==> config.mk <==
export PLATFORM = sky130hd
export DESIGN_NAME = json_string_escaper_core
export DESIGN_NICKNAME = d
export VERILOG_FILES = /design/src/design/jse_pkg.sv /design/src/design/json_string_escaper_core.sv /design/src/design/jse_front.sv /design/src/design/jse_queue.sv /design/src/design/jse_back.sv
export SDC_FILE = /design/constraint.sdc
export NUM_CORES = 1
export LEC_CHECK = 0
export BUFFER_PORTS_ARGS = -buffer_cell sky130_fd_sc_hd__buf_2
export CAP_MARGIN = 20
export CORE_ASPECT_RATIO = 1.4
export CORE_MARGIN = 2
export CORE_UTILIZATION = 50
export CTS_CLUSTER_SIZE = 24
export DETAILED_ROUTE_END_ITERATION = 7
export GPL_ROUTABILITY_DRIVEN = 0
export PLACE_DENSITY = 0.71
export SETUP_SLACK_MARGIN = 0.2
export SLEW_MARGIN = 10
export SYNTH_ARGS = -nofsm -noshare
export SYNTH_HDL_FRONTEND = slang
export SYNTH_SLANG_ARGS = --single-unit
==> constraint.sdc <==
create_clock -name i_clk -period 3.46 [get_ports i_clk]
set_input_delay 0.865 -clock i_clk [delete_from_list [all_inputs] [get_ports i_clk]]
set_output_delay 0.865 -clock i_clk [all_outputs]
set_load 0.02 [all_outputs]
==> src/design/jse_pkg.sv <==
// ----------------------------------------------------------------------------
// JSON string escaper: shared package
// Job descriptor passed from the front part to the back part, escape kinds,
// character constants and small helper functions.
// ----------------------------------------------------------------------------
package jse_pkg;

    // How the body of one code point is written out.
    typedef enum logic [1:0] {
        KIND_PLAIN = 2'd0,   // the character itself
        KIND_SHORT = 2'd1,   // backslash and one letter
        KIND_U16   = 2'd2,   // one \uXXXX escape
        KIND_PAIR  = 2'd3    // two \uXXXX escapes (surrogate pair)
    } t_kind;

    typedef struct packed {
        t_kind        kind;
        logic         first;
        logic         last;
        logic [3:0]   total;   // characters this word produces, 1 to 14
        logic [20:0]  lit;     // plain char, escape letter or first unit
        logic [9:0]   lo10;    // low ten bits of the second unit
        logic [1:0]   err;
    } t_job;

    localparam logic [20:0] CH_QUOTE  = 21'h000022;
    localparam logic [20:0] CH_BSLASH = 21'h00005C;
    localparam logic [20:0] CH_U      = 21'h000075;

    localparam logic [1:0] ERR_NONE     = 2'd0;
    localparam logic [1:0] ERR_LONE_LOW = 2'd1;
    localparam logic [1:0] ERR_HIGH_END = 2'd2;

    localparam logic [5:0] LOW_SURR_TOP = 6'b110111;

    function automatic logic [3:0] body_len(input t_kind kind);
        logic [3:0] len;
        unique case (kind)
            KIND_PLAIN: len = 4'd1;
            KIND_SHORT: len = 4'd2;
            KIND_U16:   len = 4'd6;
            KIND_PAIR:  len = 4'd12;
            default:    len = 4'd1;
        endcase
        return len;
    endfunction

    // Lowercase hexadecimal digit as a 21-bit character.
    function automatic logic [20:0] hex_char(input logic [3:0] nib);
        logic [20:0] ch;
        if (nib < 4'd10) begin
            ch = 21'h000030 + {17'd0, nib};
        end else begin
            ch = 21'h000057 + {17'd0, nib};
        end
        return ch;
    endfunction

endpackage

==> src/design/json_string_escaper_core.sv <==
// ----------------------------------------------------------------------------
// JSON string escaper core
// Input channel: one code point per word, with first/last-in-string marks;
//   accepted when i_valid is high and o_stall is low.
// Output channel: one escaped character per word, with an end-of-run flag on
//   the last character of each input word and the surrogate error code on
//   every character; taken when o_valid is high and i_stall is low.
// Configuration channel: i_cfg_data is the ascii_mode bit, written when
//   i_cfg_valid and o_cfg_ready are high; o_cfg_ready is always high.
// The first character of a word passes through the job queue and then the
//   output register before it is on o_valid.
// The back sequencer writes one character per cycle into the output register
//   while i_stall is low, so a word occupies it for all of the 1 to 14
//   characters it produces; words giving one character flow at one per cycle.
// A two-word job queue decouples the input from the output; o_stall rises
//   when it is full, which happens while the receiver stalls or a long
//   escape is being written out.
// Reset clears the queue, the output valid flag and the surrogate state, and
//   sets ascii_mode to 1.
// ----------------------------------------------------------------------------
module json_string_escaper_core (
    input  logic         i_clk,
    input  logic         i_rst_n,
    input  logic         i_cfg_valid,
    output logic         o_cfg_ready,
    input  logic         i_cfg_data,
    input  logic         i_valid,
    output logic         o_stall,
    input  logic [20:0]  i_code_point,
    input  logic         i_first_in_string,
    input  logic         i_last_in_string,
    output logic         o_valid,
    input  logic         i_stall,
    output logic [20:0]  o_out_char,
    output logic         o_end_of_run,
    output logic [1:0]   o_error_code
);

    logic          r_ascii_mode;
    logic          accept;
    logic          q_full;
    logic          q_nonempty;
    logic          q_pop;
    jse_pkg::t_job front_job;
    jse_pkg::t_job head_job;

    assign o_cfg_ready = 1'b1;
    assign o_stall     = q_full;
    assign accept      = i_valid && !q_full;

    always_ff @(posedge i_clk) begin
        if (!i_rst_n) begin
            r_ascii_mode <= 1'b1;
        end else if (i_cfg_valid) begin
            r_ascii_mode <= i_cfg_data;
        end
    end

    jse_front u_front (
        .i_clk             (i_clk),
        .i_rst_n           (i_rst_n),
        .i_ascii_mode      (r_ascii_mode),
        .i_accept          (accept),
        .i_code_point      (i_code_point),
        .i_first_in_string (i_first_in_string),
        .i_last_in_string  (i_last_in_string),
        .o_job             (front_job)
    );

    jse_queue u_queue (
        .i_clk      (i_clk),
        .i_rst_n    (i_rst_n),
        .i_push     (accept),
        .i_job      (front_job),
        .i_pop      (q_pop),
        .o_job      (head_job),
        .o_nonempty (q_nonempty),
        .o_full     (q_full)
    );

    jse_back u_back (
        .i_clk        (i_clk),
        .i_rst_n      (i_rst_n),
        .i_job        (head_job),
        .i_job_valid  (q_nonempty),
        .o_pop        (q_pop),
        .o_valid      (o_valid),
        .i_stall      (i_stall),
        .o_out_char   (o_out_char),
        .o_end_of_run (o_end_of_run),
        .o_error_code (o_error_code)
    );

endmodule

==> src/design/jse_front.sv <==
// ----------------------------------------------------------------------------
// JSON string escaper: front part
// Accepts code points, runs the surrogate check and classifies each one into
// a job descriptor for the back part.
// ----------------------------------------------------------------------------
module jse_front (
    input  logic              i_clk,
    input  logic              i_rst_n,
    input  logic              i_ascii_mode,
    input  logic              i_accept,
    input  logic [20:0]       i_code_point,
    input  logic              i_first_in_string,
    input  logic              i_last_in_string,
    output jse_pkg::t_job     o_job
);

    logic        r_skip;
    logic        n_skip;
    logic        skip_eff;
    logic        is_high;
    logic        is_low;
    logic [1:0]  err;
    logic [20:0] reduced;
    logic [15:0] hi_unit;
    logic        is_short;
    logic [20:0] short_ch;
    jse_pkg::t_kind kind;
    logic [20:0] lit;

    assign skip_eff = r_skip & ~i_first_in_string;
    assign is_high  = (i_code_point >= 21'h00D800) && (i_code_point <= 21'h00DBFF);
    assign is_low   = (i_code_point >= 21'h00DC00) && (i_code_point <= 21'h00DFFF);

    always_comb begin
        err    = jse_pkg::ERR_NONE;
        n_skip = 1'b0;
        if (skip_eff) begin
            n_skip = 1'b0;
        end else if (is_high) begin
            if (i_last_in_string) begin
                err = jse_pkg::ERR_HIGH_END;
            end else begin
                n_skip = 1'b1;
            end
        end else if (is_low) begin
            err = jse_pkg::ERR_LONE_LOW;
        end
        if (i_last_in_string) begin
            n_skip = 1'b0;
        end
    end

    always_comb begin
        is_short = 1'b1;
        short_ch = jse_pkg::CH_QUOTE;
        unique case (i_code_point)
            21'h000008: short_ch = 21'h000062;
            21'h000009: short_ch = 21'h000074;
            21'h00000A: short_ch = 21'h00006E;
            21'h00000C: short_ch = 21'h000066;
            21'h00000D: short_ch = 21'h000072;
            21'h000022: short_ch = jse_pkg::CH_QUOTE;
            21'h00002F: short_ch = 21'h00002F;
            21'h00005C: short_ch = jse_pkg::CH_BSLASH;
            default:    is_short = 1'b0;
        endcase
    end

    // Code points beyond the BMP are split into a high and a low unit; the
    // low unit is rebuilt in the back part from its ten payload bits.
    assign reduced = i_code_point - 21'h010000;
    assign hi_unit = {5'd0, reduced[20:10]} + 16'hD800;

    always_comb begin
        if (is_short) begin
            kind = jse_pkg::KIND_SHORT;
            lit  = short_ch;
        end else if (i_code_point <= 21'h00001F) begin
            kind = jse_pkg::KIND_U16;
            lit  = i_code_point;
        end else if (i_ascii_mode && (i_code_point > 21'h00FFFF)) begin
            kind = jse_pkg::KIND_PAIR;
            lit  = {5'd0, hi_unit};
        end else if (i_ascii_mode && (i_code_point > 21'h00007E)) begin
            kind = jse_pkg::KIND_U16;
            lit  = i_code_point;
        end else begin
            kind = jse_pkg::KIND_PLAIN;
            lit  = i_code_point;
        end
    end

    always_comb begin
        o_job.kind  = kind;
        o_job.first = i_first_in_string;
        o_job.last  = i_last_in_string;
        o_job.total = jse_pkg::body_len(kind) + {3'd0, i_first_in_string}
                      + {3'd0, i_last_in_string};
        o_job.lit   = lit;
        o_job.lo10  = reduced[9:0];
        o_job.err   = err;
    end

    always_ff @(posedge i_clk) begin
        if (!i_rst_n) begin
            r_skip <= 1'b0;
        end else if (i_accept) begin
            r_skip <= n_skip;
        end
    end

endmodule

==> src/design/jse_queue.sv <==
// ----------------------------------------------------------------------------
// JSON string escaper: job queue
// Two-entry queue of job descriptors between the front and the back part.
// ----------------------------------------------------------------------------
module jse_queue (
    input  logic              i_clk,
    input  logic              i_rst_n,
    input  logic              i_push,
    input  jse_pkg::t_job     i_job,
    input  logic              i_pop,
    output jse_pkg::t_job     o_job,
    output logic              o_nonempty,
    output logic              o_full
);

    jse_pkg::t_job r_mem [2];
    logic          r_wr;
    logic          r_rd;
    logic [1:0]    r_count;

    assign o_job      = r_mem[r_rd];
    assign o_nonempty = (r_count != 2'd0);
    assign o_full     = (r_count == 2'd2);

    always_ff @(posedge i_clk) begin
        if (i_push) begin
            r_mem[r_wr] <= i_job;
        end
    end

    always_ff @(posedge i_clk) begin
        if (!i_rst_n) begin
            r_wr    <= 1'b0;
            r_rd    <= 1'b0;
            r_count <= 2'd0;
        end else begin
            if (i_push) begin
                r_wr <= ~r_wr;
            end
            if (i_pop) begin
                r_rd <= ~r_rd;
            end
            if (i_push && !i_pop) begin
                r_count <= r_count + 2'd1;
            end else if (i_pop && !i_push) begin
                r_count <= r_count - 2'd1;
            end
        end
    end

endmodule

==> src/design/jse_back.sv <==
// ----------------------------------------------------------------------------
// JSON string escaper: back part
// Steps through the characters of the job at the head of the queue, one per
// cycle while i_stall is low, into the output register.
// ----------------------------------------------------------------------------
module jse_back (
    input  logic              i_clk,
    input  logic              i_rst_n,
    input  jse_pkg::t_job     i_job,
    input  logic              i_job_valid,
    output logic              o_pop,
    output logic              o_valid,
    input  logic              i_stall,
    output logic [20:0]       o_out_char,
    output logic              o_end_of_run,
    output logic [1:0]        o_error_code
);

    logic        r_valid;
    logic [20:0] r_char;
    logic        r_end;
    logic [1:0]  r_err;
    logic [3:0]  r_pos;

    logic        advance;
    logic        emit;
    logic        at_end;
    logic [3:0]  bi;
    logic [3:0]  blen;
    logic        sel_lo;
    logic [3:0]  bi_lo;
    logic [2:0]  k;
    logic [15:0] unit;
    logic [20:0] ch;

    assign advance = !r_valid || !i_stall;
    assign emit    = advance && i_job_valid;
    assign at_end  = (r_pos == (i_job.total - 4'd1));
    assign o_pop   = emit && at_end;

    // Position within the escaped body, past the opening quote if present.
    assign bi     = r_pos - {3'd0, i_job.first};
    assign blen   = jse_pkg::body_len(i_job.kind);
    assign sel_lo = (bi >= 4'd6);
    assign bi_lo  = bi - 4'd6;
    assign k      = sel_lo ? bi_lo[2:0] : bi[2:0];
    assign unit   = sel_lo ? {jse_pkg::LOW_SURR_TOP, i_job.lo10} : i_job.lit[15:0];

    always_comb begin
        ch = i_job.lit;
        if (i_job.first && (r_pos == 4'd0)) begin
            ch = jse_pkg::CH_QUOTE;
        end else if (bi == blen) begin
            ch = jse_pkg::CH_QUOTE;
        end else begin
            unique case (i_job.kind) inside
                jse_pkg::KIND_PLAIN: ch = i_job.lit;
                jse_pkg::KIND_SHORT: ch = (bi == 4'd0) ? jse_pkg::CH_BSLASH : i_job.lit;
                jse_pkg::KIND_U16, jse_pkg::KIND_PAIR: begin
                    case (k)
                        3'd0:    ch = jse_pkg::CH_BSLASH;
                        3'd1:    ch = jse_pkg::CH_U;
                        3'd2:    ch = jse_pkg::hex_char(unit[15:12]);
                        3'd3:    ch = jse_pkg::hex_char(unit[11:8]);
                        3'd4:    ch = jse_pkg::hex_char(unit[7:4]);
                        3'd5:    ch = jse_pkg::hex_char(unit[3:0]);
                        default: ch = jse_pkg::CH_BSLASH;
                    endcase
                end
                default: ch = i_job.lit;
            endcase
        end
    end

    always_ff @(posedge i_clk) begin
        if (emit) begin
            r_char <= ch;
            r_end  <= at_end;
            r_err  <= i_job.err;
        end
    end

    always_ff @(posedge i_clk) begin
        if (!i_rst_n) begin
            r_valid <= 1'b0;
            r_pos   <= 4'd0;
        end else begin
            if (advance) begin
                r_valid <= i_job_valid;
            end
            if (emit) begin
                r_pos <= at_end ? 4'd0 : (r_pos + 4'd1);
            end
        end
    end

    assign o_valid      = r_valid;
    assign o_out_char   = r_char;
    assign o_end_of_run = r_end;
    assign o_error_code = r_err;

endmodule

# Word-level counts from Yosys, hierarchy flattened
# Memory sizes are Yosys's and may differ from the RTL's. A register that Yosys moved wholly into a read port is not among the register bits.
# Cells that the tools add are included.
# totals
reg_bits,35
latchBits,0
ram_bits,82
romBits,0
input_bits,29
out_inout_bits,27
elab_cells,126
mem_count,1
# op_classes
addsub,18
n_mul,0
n_div,0
n_lt_le_gt_ge,12
eq_ne,22
n_shift,0
mux,34
n_bitwise,4
reduce_logical,25
# mem_list
name,words,word_bits,rd,rd_clocked_by_memory_dff,wr,line_no,source
u_queue.r_mem,2,41,1,1,1,jse_queue.sv:16,jse_pkg::t_job r_mem [2];
# ops
cell,n
2-to-1 mux 21 bit,8
"== test 21 x 4 -> 1 bit, second input constant",5
one-hot mux 21 bit (5 select lines),1
one-hot mux 7 bit (7 select lines),1
"== test 21 x 6 -> 1 bit, second input constant",2
">= comparator 21 x 16 -> 1 bit, second input constant",2
"<= comparator 21 x 16 -> 1 bit, second input constant",2
one-hot mux 21 bit (2 select lines),1
"adder 7 x 4 -> 8 bit, first input constant",4
one-hot mux 4 bit (4 select lines),2
"adder 6 x 4 -> 7 bit, first input constant",4
"== test 21 x 7 -> 1 bit, second input constant",1
"> comparator 21 x 16 -> 1 bit, second input constant",1
"> comparator 21 x 7 -> 1 bit, second input constant",1
"<= comparator 21 x 5 -> 1 bit, second input constant",1
"subtractor 21 x 17 -> 21 bit, second input constant",1
2-to-1 mux 2 bit,9
"adder 12 x 15 -> 16 bit, second input constant",1
"less-than comparator 4 bit, second input constant",4
2-to-1 mux 16 bit,1
"== test 2 bit, second input constant",5
logical AND 1 bit,10
2-to-1 mux 1 bit,9
adder 4 x 1 -> 4 bit,2
23 further kinds,37

# Depth between registers and ports, before layout
# Gate-level depths: netlist (run 1).
# logic_depth
ltp_word,10
ltp_mapped,17
depth_no_buf,14

# Modules after synthesis
# A second synthesis (run 1) with hierarchy kept.
# unflattened
hier_cells,587
area_unflattened_um2,6761.5
# modules_own_cells
mod,n_inst,cells_each,area_each_um2,seq_area_each_um2
jse_queue,1,150,3180.6,2562.5
jse_back,1,288,2567.5,820.8
jse_front,1,143,962.2,20.0
json_string_escaper_core,1,6,51.3,20.0

# Worst setup path after synthesis (run 1)
# Ideal clock, no wire load.
# synth_path
path_kind,reg2reg
startpoint,register (tool-made name)
endpoint,"register u_back.r_char[1], in the netlist u_back.o_out_char[1] (data pin)"
setup_ps,259
arrival_time_ps,3492
setup_slack_ps,-291
stages_incl_launch_ff,18
n_path_buf,4
period_less_slack_ps,3751
path_cell_list,dfxtp_1 -> buf_4 -> buf_2 -> mux2_2 -> ha_1 -> ha_1 -> buf_2 -> nor2b_1 -> a21oi_1 -> o211ai_2 -> buf_2 -> mux4_2 -> inv_1 -> ha_1 -> nand2_1 -> nand2_1 -> o221ai_1 -> a211o_1
# synth_rtl
item,line_no,source
"end signal, assigned",jse_back.sv:77,r_char <= ch;
"end, declared",jse_back.sv:20,logic [20:0] r_char;

==> run metrics, run 1 <==
status completed; largest net degree at the start of global routing 55; P_leak 2.97 nW; post-synth cell types 74; combinational family with the most area after synthesis simple AND/OR/NAND/NOR gates; Max-slew headroom approximately half; setup_tns 0 ns; switching fraction of total power between 30% and 40%; Die Width 99.9 um; FMAX 0.307 GHz; warning count from the yosys run 0; I/O pin total between 50 and 60; PwrDens between 600 and 700 nW/um2; main flop type after synthesis edfxtp_1; WL final around 15000 um; Setup crit start kind input port; clk buf depth 2; crit end category register; TritonCTS clock tree built; Worst path most repeated cell or4_4; sequential fraction of the synthesis area a little over half; Max-cap violations 0; Worst EP required about 3.6 ns; core area about 13000 um2; #FFs+latches synth 116; Yosys top cell area share 48.5%; xor and xnor fraction of the mapped netlist area around 4.4%; Antenna diodes 0; Post-synth ARST share 0%; total number of vias 4857; Synth Net Count 621; DRC viols 0; P_sw roughly 1.8 mW; syn avg cell area ~11 um2; cell area after synthesis around 6400 um2; period utilisation layout 94.0%; post-route ant nets 0; Synth Area in Compound Gates 10.4%; # nets final 727; Final Hold Slack 0.511 ns; IO Port Bufs 54; number of clock sinks ~120; Synth area leader edfxtp_1; first-pass GRT wire length around 24000 um; Area contributors post-synth edfxtp_1, mux2i_1, nor2_1; cts bufs inserted 17; share of cells above drive strength 1 ~28%; clock-pin slew on the worst setup and hold paths approximately 0.05 ns; Worst-Skew Late Latency around 0.41 ns; internal power between 3 and 4 mW; worst slew pin tran approximately 0.75 ns; number of global-route vias before repair a little under 5000; EDFF count, synth approximately 100; Synth Instances about 580; area grow syn2layout 24.9%; mux cell area share after synthesis 9.67%; First DRT Iteration DRCs about 270; max-slew violations 0; Worst path slowest cell or4_4; wire per inst 17.8 um; crit path kind input port to register; Setup Skew roughly 0.0096 ns; Simple-Gate Fraction of Synth Area around 17%; All-Layer GR Usage ~22%; vias per inst ~5.7; drt first pass iters 5; max incr delay on CP 0.54 ns; Row Count 49; Clock Power Share between 30% and 40%; Overflow after GRT 0; Hold Fails Final Rpt 0; register share of total power approximately a third; H-tree Lvls 4; crit path time final approximately 3.3 ns; die area between 10000 and 15000 um2; Hold WC Path Type register to register; HPWL Detailed roughly 11000 um; Worst Path Max Fanout 3; worst-path cell chain buf_6, or4_4, nor2_4, nand2_2, or4_4, nand3_4, nor2b_4, ha_4, inv_4, fa_2, nand2b_4, xnor2_2; Die H roughly 140 um; final number of setup-violating endpoints 0; initial core utilization just over 50%; Synth Area in Adders ~3.2%; RSZ-0062 raised after global routing true; Peak VDD IR around 0.00044 V; CTS Root Cell clkbuf_16; critical path arrival about 3.4 ns; combinational share of power ~34%; initial antenna violation count 0
## repair_timing
| item | 4_1_cts | 5_1_grt |
|---|---|---|
| cloned | 0 | 0 |
| resized for setup | 3 | 20 |
| endpoints found under the setup margin | 8 | 9 |
| pin swaps | 3 | 10 |
| hold buffers | 0 | 0 |
| setup buffers | 0 | 9 |
## worst paths after layout
path                            slack, ns                   startpoint                            endpoint  depth (start not counted)
worst max-delay path                 0.21              i_code_point[8]      u_queue.r_mem[1][36]$_DFFE_PP_                         12
worst min-delay path                 0.51  u_back.o_valid$_SDFFE_PN0P_         u_back.o_valid$_SDFFE_PN0P_                          2
worst max register to register       0.28                     register  u_back.o_out_char[1]$_SDFFCE_PP1P_                         11
worst min register to register       0.51  u_back.o_valid$_SDFFE_PN0P_         u_back.o_valid$_SDFFE_PN0P_                          2
## cells by family (layout without fill, tap and decap cells)
family,after synthesis,in the layout
compound gates,105,105
fa+ha+maj,16,16
buf+inv,48,167
other cells,1,1
mux,50,50
xor+xnor,31,31
simple gates,209,209
flops,116,116
## cell usage in the layout (no fill, tap or decap), types with 4 or more instances in the layout
master,n
mux4_2,9
ha_1,11
inv_1,21
ha_4,4
and2_1,12
nor2b_1,6
nor2_1,67
edfxtp_1,104
and3_1,4
mux2_2,6
mux2i_1,34
a21oi_1,27
dfxtp_1,11
o21ai_0,28
nand2b_1,8
buf_4,53
nand2_1,45
xnor2_1,24
xor2_1,5
clkbuf_16,17
nor3b_1,4
a211oi_1,6
nand4_1,5
nor3_1,10
buf_2,53
o22ai_1,4
nand3_1,9
## flip-flops by register name, indices dropped and copies added, names as in the netlist, named ones only
signal and flops:
r_ascii_mode 1, u_back.o_end_of_run 1, u_back.o_error_code 2, u_back.o_out_char 21
u_back.o_valid 1, u_back.r_pos 4, u_front.r_skip 1, u_queue.r_count 2
u_queue.r_mem 80, u_queue.r_rd 1, u_queue.r_wr 1
## power groups by stage
stage / Sequential (mW) / Combinational [mW] / Clock (mW)
2_1_floorplan: 2.04 / 1.15 / 0
3_3_place_gp: 1.91 / 1.75 / 0
3_5_place_dp: 1.92 / 1.80 / 0
4_1_cts: 1.89 / 1.82 / 1.80
5_1_grt: 1.92 / 2.09 / 1.86
6_report: 1.89 / 1.93 / 1.78
## through the flow
step | utilization [%] | setup slack (ns) | std cells | cell area, um2 | total power, mW
after floorplan | - | -0.128 | 576 | 6560 | 3.19
after global placement | 57.2 | -0.197 | 807 | 7250 | 3.66
after detailed placement | 57.2 | -0.260 | 807 | 7250 | 3.72
after CTS | 62.0 | 0.204 | 839 | 7870 | 5.51
after global routing | 63.3 | 0.142 | 848 | 8030 | 5.87
final | 63.3 | 0.208 | 848 | 8030 | 5.60
## cells in the mapped netlist, types with 4 or more instances
library cell,instances
buf_1,4
inv_1,24
ha_1,15
nand2b_1,9
buf_2,10
a21oi_1,29
nor2b_1,7
xnor2_1,25
buf_4,5
and3_1,4
a211oi_1,6
and2_1,12
o21ai_0,29
xor2_1,5
nor2_1,71
nand3_1,9
mux2i_1,34
nor3b_1,5
mux4_2,9
nor3_1,10
clkbuf_1,4
edfxtp_1,104
mux2_2,7
nand2_1,47
dfxtp_1,12
nand4_1,5
o22ai_1,4
## layer usage
layer	up-vias	share of wire, %	routed length [um]	track usage [%]
met3	36	4.4	660	5.41
met2	163	54	8120	38.7
met1	2330	38	5780	25.9
met5	-	0	0	0
met4	0	3.3	494	9.23
li1	2328	-	-	-
## critical path, delay by kind of cell
family | cells | cell delay (ns)
XOR/XNOR | 1 | 0.14
AND/OR/NAND/NOR | 7 | 1.72
adder cells (fa/ha/maj) | 2 | 0.55
buffers and inverters | 2 | 0.12
## area by class of cell
type                    instances  area [um2]
fillers                       961        4660
flip-flops and latches        116        3360
multi-input cells             412        3060
repair buffers                110         722
clock buffers                  21         450
well taps                     153         191
clock inverters                11         151
inverters                      25        96.3
(Power assumes the default switching activity.)
==> run 2: changes to the inputs <==
--- a/config.mk
+++ b/config.mk
@@ -9,11 +9,11 @@
 export CAP_MARGIN = 20
 export CORE_ASPECT_RATIO = 1.4
 export CORE_MARGIN = 2
-export CORE_UTILIZATION = 50
+export CORE_UTILIZATION = 44
 export CTS_CLUSTER_SIZE = 24
 export DETAILED_ROUTE_END_ITERATION = 7
 export GPL_ROUTABILITY_DRIVEN = 0
-export PLACE_DENSITY = 0.71
+export GPL_TIMING_DRIVEN = 0
 export SETUP_SLACK_MARGIN = 0.2
 export SLEW_MARGIN = 10
 export SYNTH_ARGS = -nofsm -noshare
==> constraint.sdc (replaced) <==
create_clock -name i_clk -period 3.46 [get_ports i_clk]
set_input_delay 0.519 -clock i_clk [delete_from_list [all_inputs] [get_ports i_clk]]
set_output_delay 0.519 -clock i_clk [all_outputs]
set_load 0.02 [all_outputs]
==> run metrics, run 2 (synthesis results as in run 1) <==
final number of setup-violating endpoints 0 (unchanged); IO Port Bufs 53 (was 54); WHS Endpoint r_ascii_mode$_SDFFE_PN1P_ (was u_back.o_valid$_SDFFE_PN0P_); WL final 15500 um (was 15100 um); Antenna diodes 0 (unchanged); period utilisation layout 98.0% (was 94.0%); Worst Hold Path Cells 3 (was 2); Die H 147 um (was 138 um); FF-to-FF End u_back.o_out_char[1]$_SDFFCE_PP1P_ (unchanged); worst slew pin tran 0.815 ns (was 0.755 ns); P_leak 2.95 nW (was 2.97 nW); worst-path cell chain buf_12, buf_12, mux2_4, ha_4, ha_4, buf_8, nor2b_4, a21oi_4, o211ai_4, buf_6, mux4_2, inv_2, ha_4, nand2_2, nand2_2, o221ai_2, a211o_1 (was buf_6, or4_4, nor2_4, nand2_2, or4_4, nand3_4, nor2b_4, ha_4, inv_4, fa_2, nand2b_4, xnor2_2); Max-cap violations 0 (unchanged); Worst path most repeated cell ha_4 (was or4_4); Worst Path Max Fanout 5 (was 3); area grow syn2layout 26.5% (was 24.9%); crit path kind register to register (was input port to register); PwrDens 716 nW/um2 (was 697 nW/um2); H-tree Lvls 4 (unchanged); TritonCTS clock tree built (unchanged); number of global-route vias before repair 4900 (was 4806); status completed (unchanged); delay-heaviest family, CP compound AO/OA/AOI/OAI gates (was simple AND/OR/NAND/NOR gates); cts bufs inserted 17 (unchanged); Top Metal Used met4 (unchanged); commonest cells after routing, fill and taps aside edfxtp_1, nor2_1, buf_2 (was edfxtp_1, nor2_1, buf_2, buf_4, nand2_1); placed insts 821 (was 807); Worst path slowest cell mux4_2 (was or4_4); Row Count 52 (was 49); wire per inst 17.6 um (was 17.8 um); Worst-Skew Late Latency 0.41 ns (about the same); Overflow after GRT 0 (unchanged); All-Layer GR Usage 20.3% (was 22.2%); I/O pin total 56 (unchanged); HP Start i_cfg_data (was u_back.o_valid$_SDFFE_PN0P_); crit path time final 3.39 ns (was 3.25 ns); number of clock sinks 116 (unchanged); Setup crit start kind register (was input port); clk buf depth 2 (unchanged); DRC viols 0 (unchanged); core area 14400 um2 (was 12700 um2); max-slew violations 0 (unchanged); # fillers 1200 (was 961); Max-slew headroom 45.7% (was 49.6%); largest net degree at the start of global routing 30 (was 55); commonest non-fill, non-tap cell in the layout edfxtp_1 (unchanged); share of cells above drive strength 1 29.6% (was 28.5%); register-to-register setup slack 0.07 ns (was 0.28 ns); crit end category register (unchanged); fin cells 882 (was 848); worst path buffer plus inverter count 5 (was 2); FF+latch area 3360 um2 (unchanged); r2r worst-path depth 17 (was 11); die area 15600 um2 (was 13800 um2); placed inst area 7120 um2 (was 7250 um2); initial antenna violation count 0 (unchanged); max incr delay on CP 0.34 ns (was 0.54 ns); wire length on met3 675 um (was 660 um); total number of vias 4793 (was 4857); Die Width 106 um (was 99.9 um); Worst EP required 3.61 ns (about the same); Largest Register u_queue.r_mem (unchanged); met2 WL 8030 um (was 8120 um); post-route ant nets 0 (unchanged); # hold bufs at CTS 0 (unchanged); First DRT Iteration DRCs 199 (was 273); Met1 Wirelength 6160 um (was 5780 um); vias per inst 5.43 (was 5.73); critical path arrival 3.55 ns (was 3.40 ns); Setup Skew 0.0144 ns (was 0.00956 ns); area of the multi-input gates 3130 um2 (was 3060 um2); Final Hold Slack 0.330 ns (was 0.511 ns); HPWL Detailed 11200 um (was 10500 um); Hold WC Path Type input port to register (was register to register); RSZ-0062 raised after global routing true (unchanged); CTS Root Cell clkbuf_16 (unchanged); final instance area 8140 um2 (was 8030 um2); first-pass GRT wire length 24400 um (was 23800 um); clock-pin slew on the worst setup and hold paths 0.05 ns (about the same); # nets final 725 (was 727); drt first pass iters 5 (unchanged); number of flip-flops under the largest register name 80 (unchanged); Peak VDD IR 0.000438 V (was 0.000444 V); FMAX 0.295 GHz (was 0.307 GHz); initial core utilization 44.7% (was 50.7%); Hold Fails Final Rpt 0 (unchanged); Crit path depth 17 (was 12)
## run 2: worst max path at each step
stage	startpoint	endpoint	slack [ns]
floorplan	register	u_back.o_out_char[1]$_SDFFCE_PP1P_	0.17
global placement	register	u_back.o_out_char[17]$_SDFFCE_PP0P_	-0.73
detailed placement	register	u_back.o_out_char[16]$_SDFFCE_PP0P_	-0.78
CTS	register	u_back.o_out_char[1]$_SDFFCE_PP1P_	0.14
global route	register	u_back.o_out_char[1]$_SDFFCE_PP1P_	0.02
finish	register	u_back.o_out_char[1]$_SDFFCE_PP1P_	0.07
## run 2: cell type report
| class | instances | area share [%] |
|---|---|---|
| repair buffers | 85 | 6.86 |
| well taps | 189 | 2.91 |
| multi-input cells | 412 | 38.5 |
| plain buffers | 23 | 2.29 |
| flip-flops and latches | 116 | 41.3 |
| clock inverters | 9 | 0.984 |
| inverters | 25 | 1.15 |
| clock buffers | 23 | 6.00 |
## run 2: worst register-to-register path, stage by stage (launching register included)
cell and delay (ns):
dfxtp_2 0.33, buf_12 0.12, buf_12 0.11, mux2_4 0.31
ha_4 0.17, ha_4 0.21, buf_8 0.13, nor2b_4 0.14
a21oi_4 0.05, o211ai_4 0.33, buf_6 0.17, mux4_2 0.34
inv_2 0.10, ha_4 0.13, nand2_2 0.05, nand2_2 0.07
o221ai_2 0.11, a211o_1 0.27
## run 2: metrics by stage
stage	utilization, %	TNS [ns]	setup slack, ns	power, mW
after floorplan	-	0	0.171	3.20
after global placement	49.0	-43.61	-0.733	3.66
after detailed placement	49.5	-13.53	-0.781	3.73
after CTS	55.8	0	0.139	5.69
after global routing	56.6	0	0.0237	6.10
final	56.6	0	0.0682	5.83
## run 2: report_power, final
part / switching, mW / leakage (nW) / internal (mW)
logic: 1.30 / 1.62 / 1.00
clock network: 0.590 / 0.273 / 1.06
registers: 0.0768 / 1.06 / 1.81
## run 2: repair_timing
action / in CTS / in global routing
cloned: 0 / 0
setup endpoints to repair: 25 / 22
setup buffers: 23 / 6
pin swaps: 12 / 11
resized for setup: 39 / 25
## run 2: metal layers
layer  GRT usage, %  vias up
met2           35.5      140
met1           23.3     2283
li1               -     2321
met3           3.95       49
met5              0        -
met4           10.7        0
==> run 3: changes to the inputs <==
--- a/config.mk
+++ b/config.mk
@@ -18,4 +18,5 @@
 export SLEW_MARGIN = 10
 export SYNTH_ARGS = -nofsm -noshare
 export SYNTH_HDL_FRONTEND = slang
+export SYNTH_HIERARCHICAL = 1
 export SYNTH_SLANG_ARGS = --single-unit
==> run metrics, run 3 <==
period utilisation layout 111% (was 98.0%); vias per inst 5.65 (was 5.43); max-slew violations 0 (unchanged); placed insts 831 (was 821); setup slack after layout -0.369 ns (was 0.0682 ns); fin cells 885 (was 882); Finished Core Util 55.9% (was 56.6%); worst slew pin tran 0.644 ns (was 0.815 ns); crit end category register (unchanged); DRC viols 0 (unchanged); syn avg cell area 11.5 um2 (was 11.2 um2); RSZ-0062 raised after global routing true (unchanged); register share of total power 30.8% (was 32.3%); WL final 16400 um (was 15500 um); combinational share of power 41.0% (was 39.4%); number of clock sinks 116 (unchanged); internal power 4.06 mW (was 3.87 mW); final number of setup-violating endpoints 1 (was 0); warning count from the yosys run 6 (was 0); P_sw 2.19 mW (was 1.96 mW); total number of vias 5003 (was 4793); DP Worst Slack -0.716 ns (was -0.781 ns); drt first pass iters 8 (was 5); Max-slew headroom 57.1% (was 45.7%); Max-cap violations 0 (unchanged); crit path kind register to register (unchanged); Antenna diodes 0 (unchanged); TritonCTS clock tree built (unchanged); IO Port Bufs 53 (unchanged); initial antenna violation count 0 (unchanged); H-tree Lvls 4 (unchanged); area grow syn2layout 24.8% (was 26.5%); violated checks negative setup slack; # nets final 726 (was 725); commonest non-fill, non-tap cell in the layout edfxtp_1 (unchanged); cts bufs inserted 17 (unchanged); commonest cells after routing, fill and taps aside edfxtp_1, buf_2, mux2_2 (was edfxtp_1, nor2_1, buf_2); critical path arrival 4.10 ns (was 3.55 ns); post-route ant nets 0 (unchanged); First DRT Iteration DRCs 362 (was 199); Worst Hold Path Cells 1 (was 3); Hold Fails Final Rpt 0 (unchanged); HP Start i_code_point[2] (was i_cfg_data); WHS Endpoint u_queue/r_mem[0][4]$_DFFE_PP_ (was r_ascii_mode$_SDFFE_PN1P_); cell area after synthesis 6680 um2 (was 6430 um2); FMAX 0.261 GHz (was 0.295 GHz); Worst-Skew Late Latency 0.41 ns (about the same); HPWL Detailed 12000 um (was 11200 um); Synth Net Count 629 (was 621); All-Layer GR Usage 20.8% (was 20.3%); Overflow after GRT 0 (unchanged); Worst Path Max Fanout 4 (was 5); wire per inst 18.5 um (was 17.6 um); FF-to-FF End u_back/o_out_char[2]$_SDFFCE_PP0P_ (was u_back.o_out_char[1]$_SDFFCE_PP1P_); Synth Instances 583 (was 576); share of cells above drive strength 1 34.8% (was 29.6%); number of global-route vias before repair 4837 (was 4900); global routing usage on met3 4.18% (was 3.95%); Peak VDD IR 0.000436 V (was 0.000438 V); core area 14900 um2 (was 14400 um2); PwrDens 750 nW/um2 (was 716 nW/um2); placed inst area 7430 um2 (was 7120 um2); Die Width 108 um (was 106 um); CTS Root Cell clkbuf_16 (unchanged); met1 usage 23.8% (was 23.3%); Die H 150 um (was 147 um); initial core utilization 44.8% (was 44.7%); largest net degree at the start of global routing 33 (was 30); clk buf depth 2 (unchanged); Row Count 53 (was 52); Hold WC Path Type input port to register (unchanged); Power, Total 6.25 mW (was 5.83 mW); final instance area 8340 um2 (was 8140 um2); number of flip-flops under the largest register name 80 (unchanged); crit path time final 3.83 ns (was 3.39 ns); Worst EP required 3.73 ns (was 3.61 ns); first-pass GRT wire length 25500 um (was 24400 um); r2r worst-path depth 18 (was 17); clock-pin slew on the worst setup and hold paths 0.06 ns (was 0.05 ns); P_leak 3.13 nW (was 2.95 nW); Largest Register u_queue/r_mem (was u_queue.r_mem); GRT busiest layer met2 (unchanged); switching fraction of total power 35.1% (was 33.7%); I/O pin total 56 (unchanged); Setup crit start kind register (unchanged); status complete, but fails checks (was completed); die area 16200 um2 (was 15600 um2); Setup Skew 0.00944 ns (was 0.0144 ns); register-to-register setup slack -0.37 ns (was 0.07 ns); met2 usage in global routing 36.3% (was 35.5%); Clock Power Share 28.2% (was 28.3%)
==> run 3: cell types whose count changed in the layout (fill, tap and decap cells not counted), moves of 5 or more <==
cell      before  now
a211oi_1       6    1
a31oi_1        2    7
and2_1        13   23
buf_4         31   38
inv_1         22   17
inv_6          0    6
mux2_2         6   39
mux2i_1       33   17
mux4_2         9    1
nand2_1       44   21
nor2_1        65   33
nor3_1        10   17
nor4_1         1    6
xor2_1         5   10
==> run 3: layout make-up <==
type | count | area (um2)
clock buffer | 22 | 507
sequential | 116 | 3360
timing repair buffer | 78 | 502
fill | 1288 | 6580
multi-input combinational | 410 | 3260
clock inverter | 10 | 104
buffer | 36 | 250
tap | 192 | 240
inverter | 21 | 114
==> run 3: power groups by stage <==
stage          Sequential (mW)  Clock, mW  Combinational (mW)
6_report                  1.93       1.76                2.57
5_1_grt                   1.95       1.86                2.75
4_1_cts                   1.93       1.79                2.41
3_5_place_dp              1.95          0                2.26
3_3_place_gp              1.96          0                2.16
2_1_floorplan             2.11          0                1.49
==> run 3: worst max-delay path by stage <==
| stage | end | slack (ns) | cells past startpoint |
|---|---|---|---|
| floorplan | u_back/o_out_char[2]$_SDFFCE_PP0P_ | -0.24 | 18 |
| CTS | u_back/o_out_char[2]$_SDFFCE_PP0P_ | -0.43 | 18 |
| detailed placement | u_back/o_out_char[2]$_SDFFCE_PP0P_ | -0.72 | 18 |
| global placement | u_queue/r_mem[0][5]$_DFFE_PP_ | -0.74 | 3 |
| global route | u_back/o_out_char[2]$_SDFFCE_PP0P_ | -0.53 | 18 |
| finish | u_back/o_out_char[2]$_SDFFCE_PP0P_ | -0.37 | 18 |
==> run 3: metrics by stage <==
stage | hold slack, ns | TNS [ns]
floorplan | 0.461 | -0.239
global placement | 0.472 | -34.65
detailed placement | 0.506 | -4.89
CTS | 0.290 | -0.428
global route | 0.285 | -0.526
finish | 0.302 | -0.369
==> run 3: timing repair <==
action / in CTS / in global routing
resized for setup: 17 / 15
setup buffers: 9 / 13
pin swaps: 11 / 13
hold buffers: 0 / 0
gates cloned: 0 / 0
endpoints found under the setup margin: 21 / 17
==> run 3: routing by layer <==
metal / vias to the layer above / routed length [um]
li1: 2353 / -
met1: 2384 / 6410
met2: 205 / 8330
met3: 61 / 809
met4: 0 / 821
met5: - / 0
==> run 3: critical path, cell delays in order, from the launching register on <==
cell      delay (ns)
dfxtp_2         0.32
buf_6           0.11
buf_8           0.11
mux2_4          0.31
ha_4            0.17
ha_4            0.26
buf_6           0.11
o21bai_4        0.10
a22o_4          0.24
nor2_4          0.12
mux2i_2         0.25
ha_2            0.24
nand2_2         0.07
nor3b_2         0.15
a21oi_1         0.05
mux4_2          0.50
o21a_1          0.19
a211o_1         0.27
a21oi_2         0.11
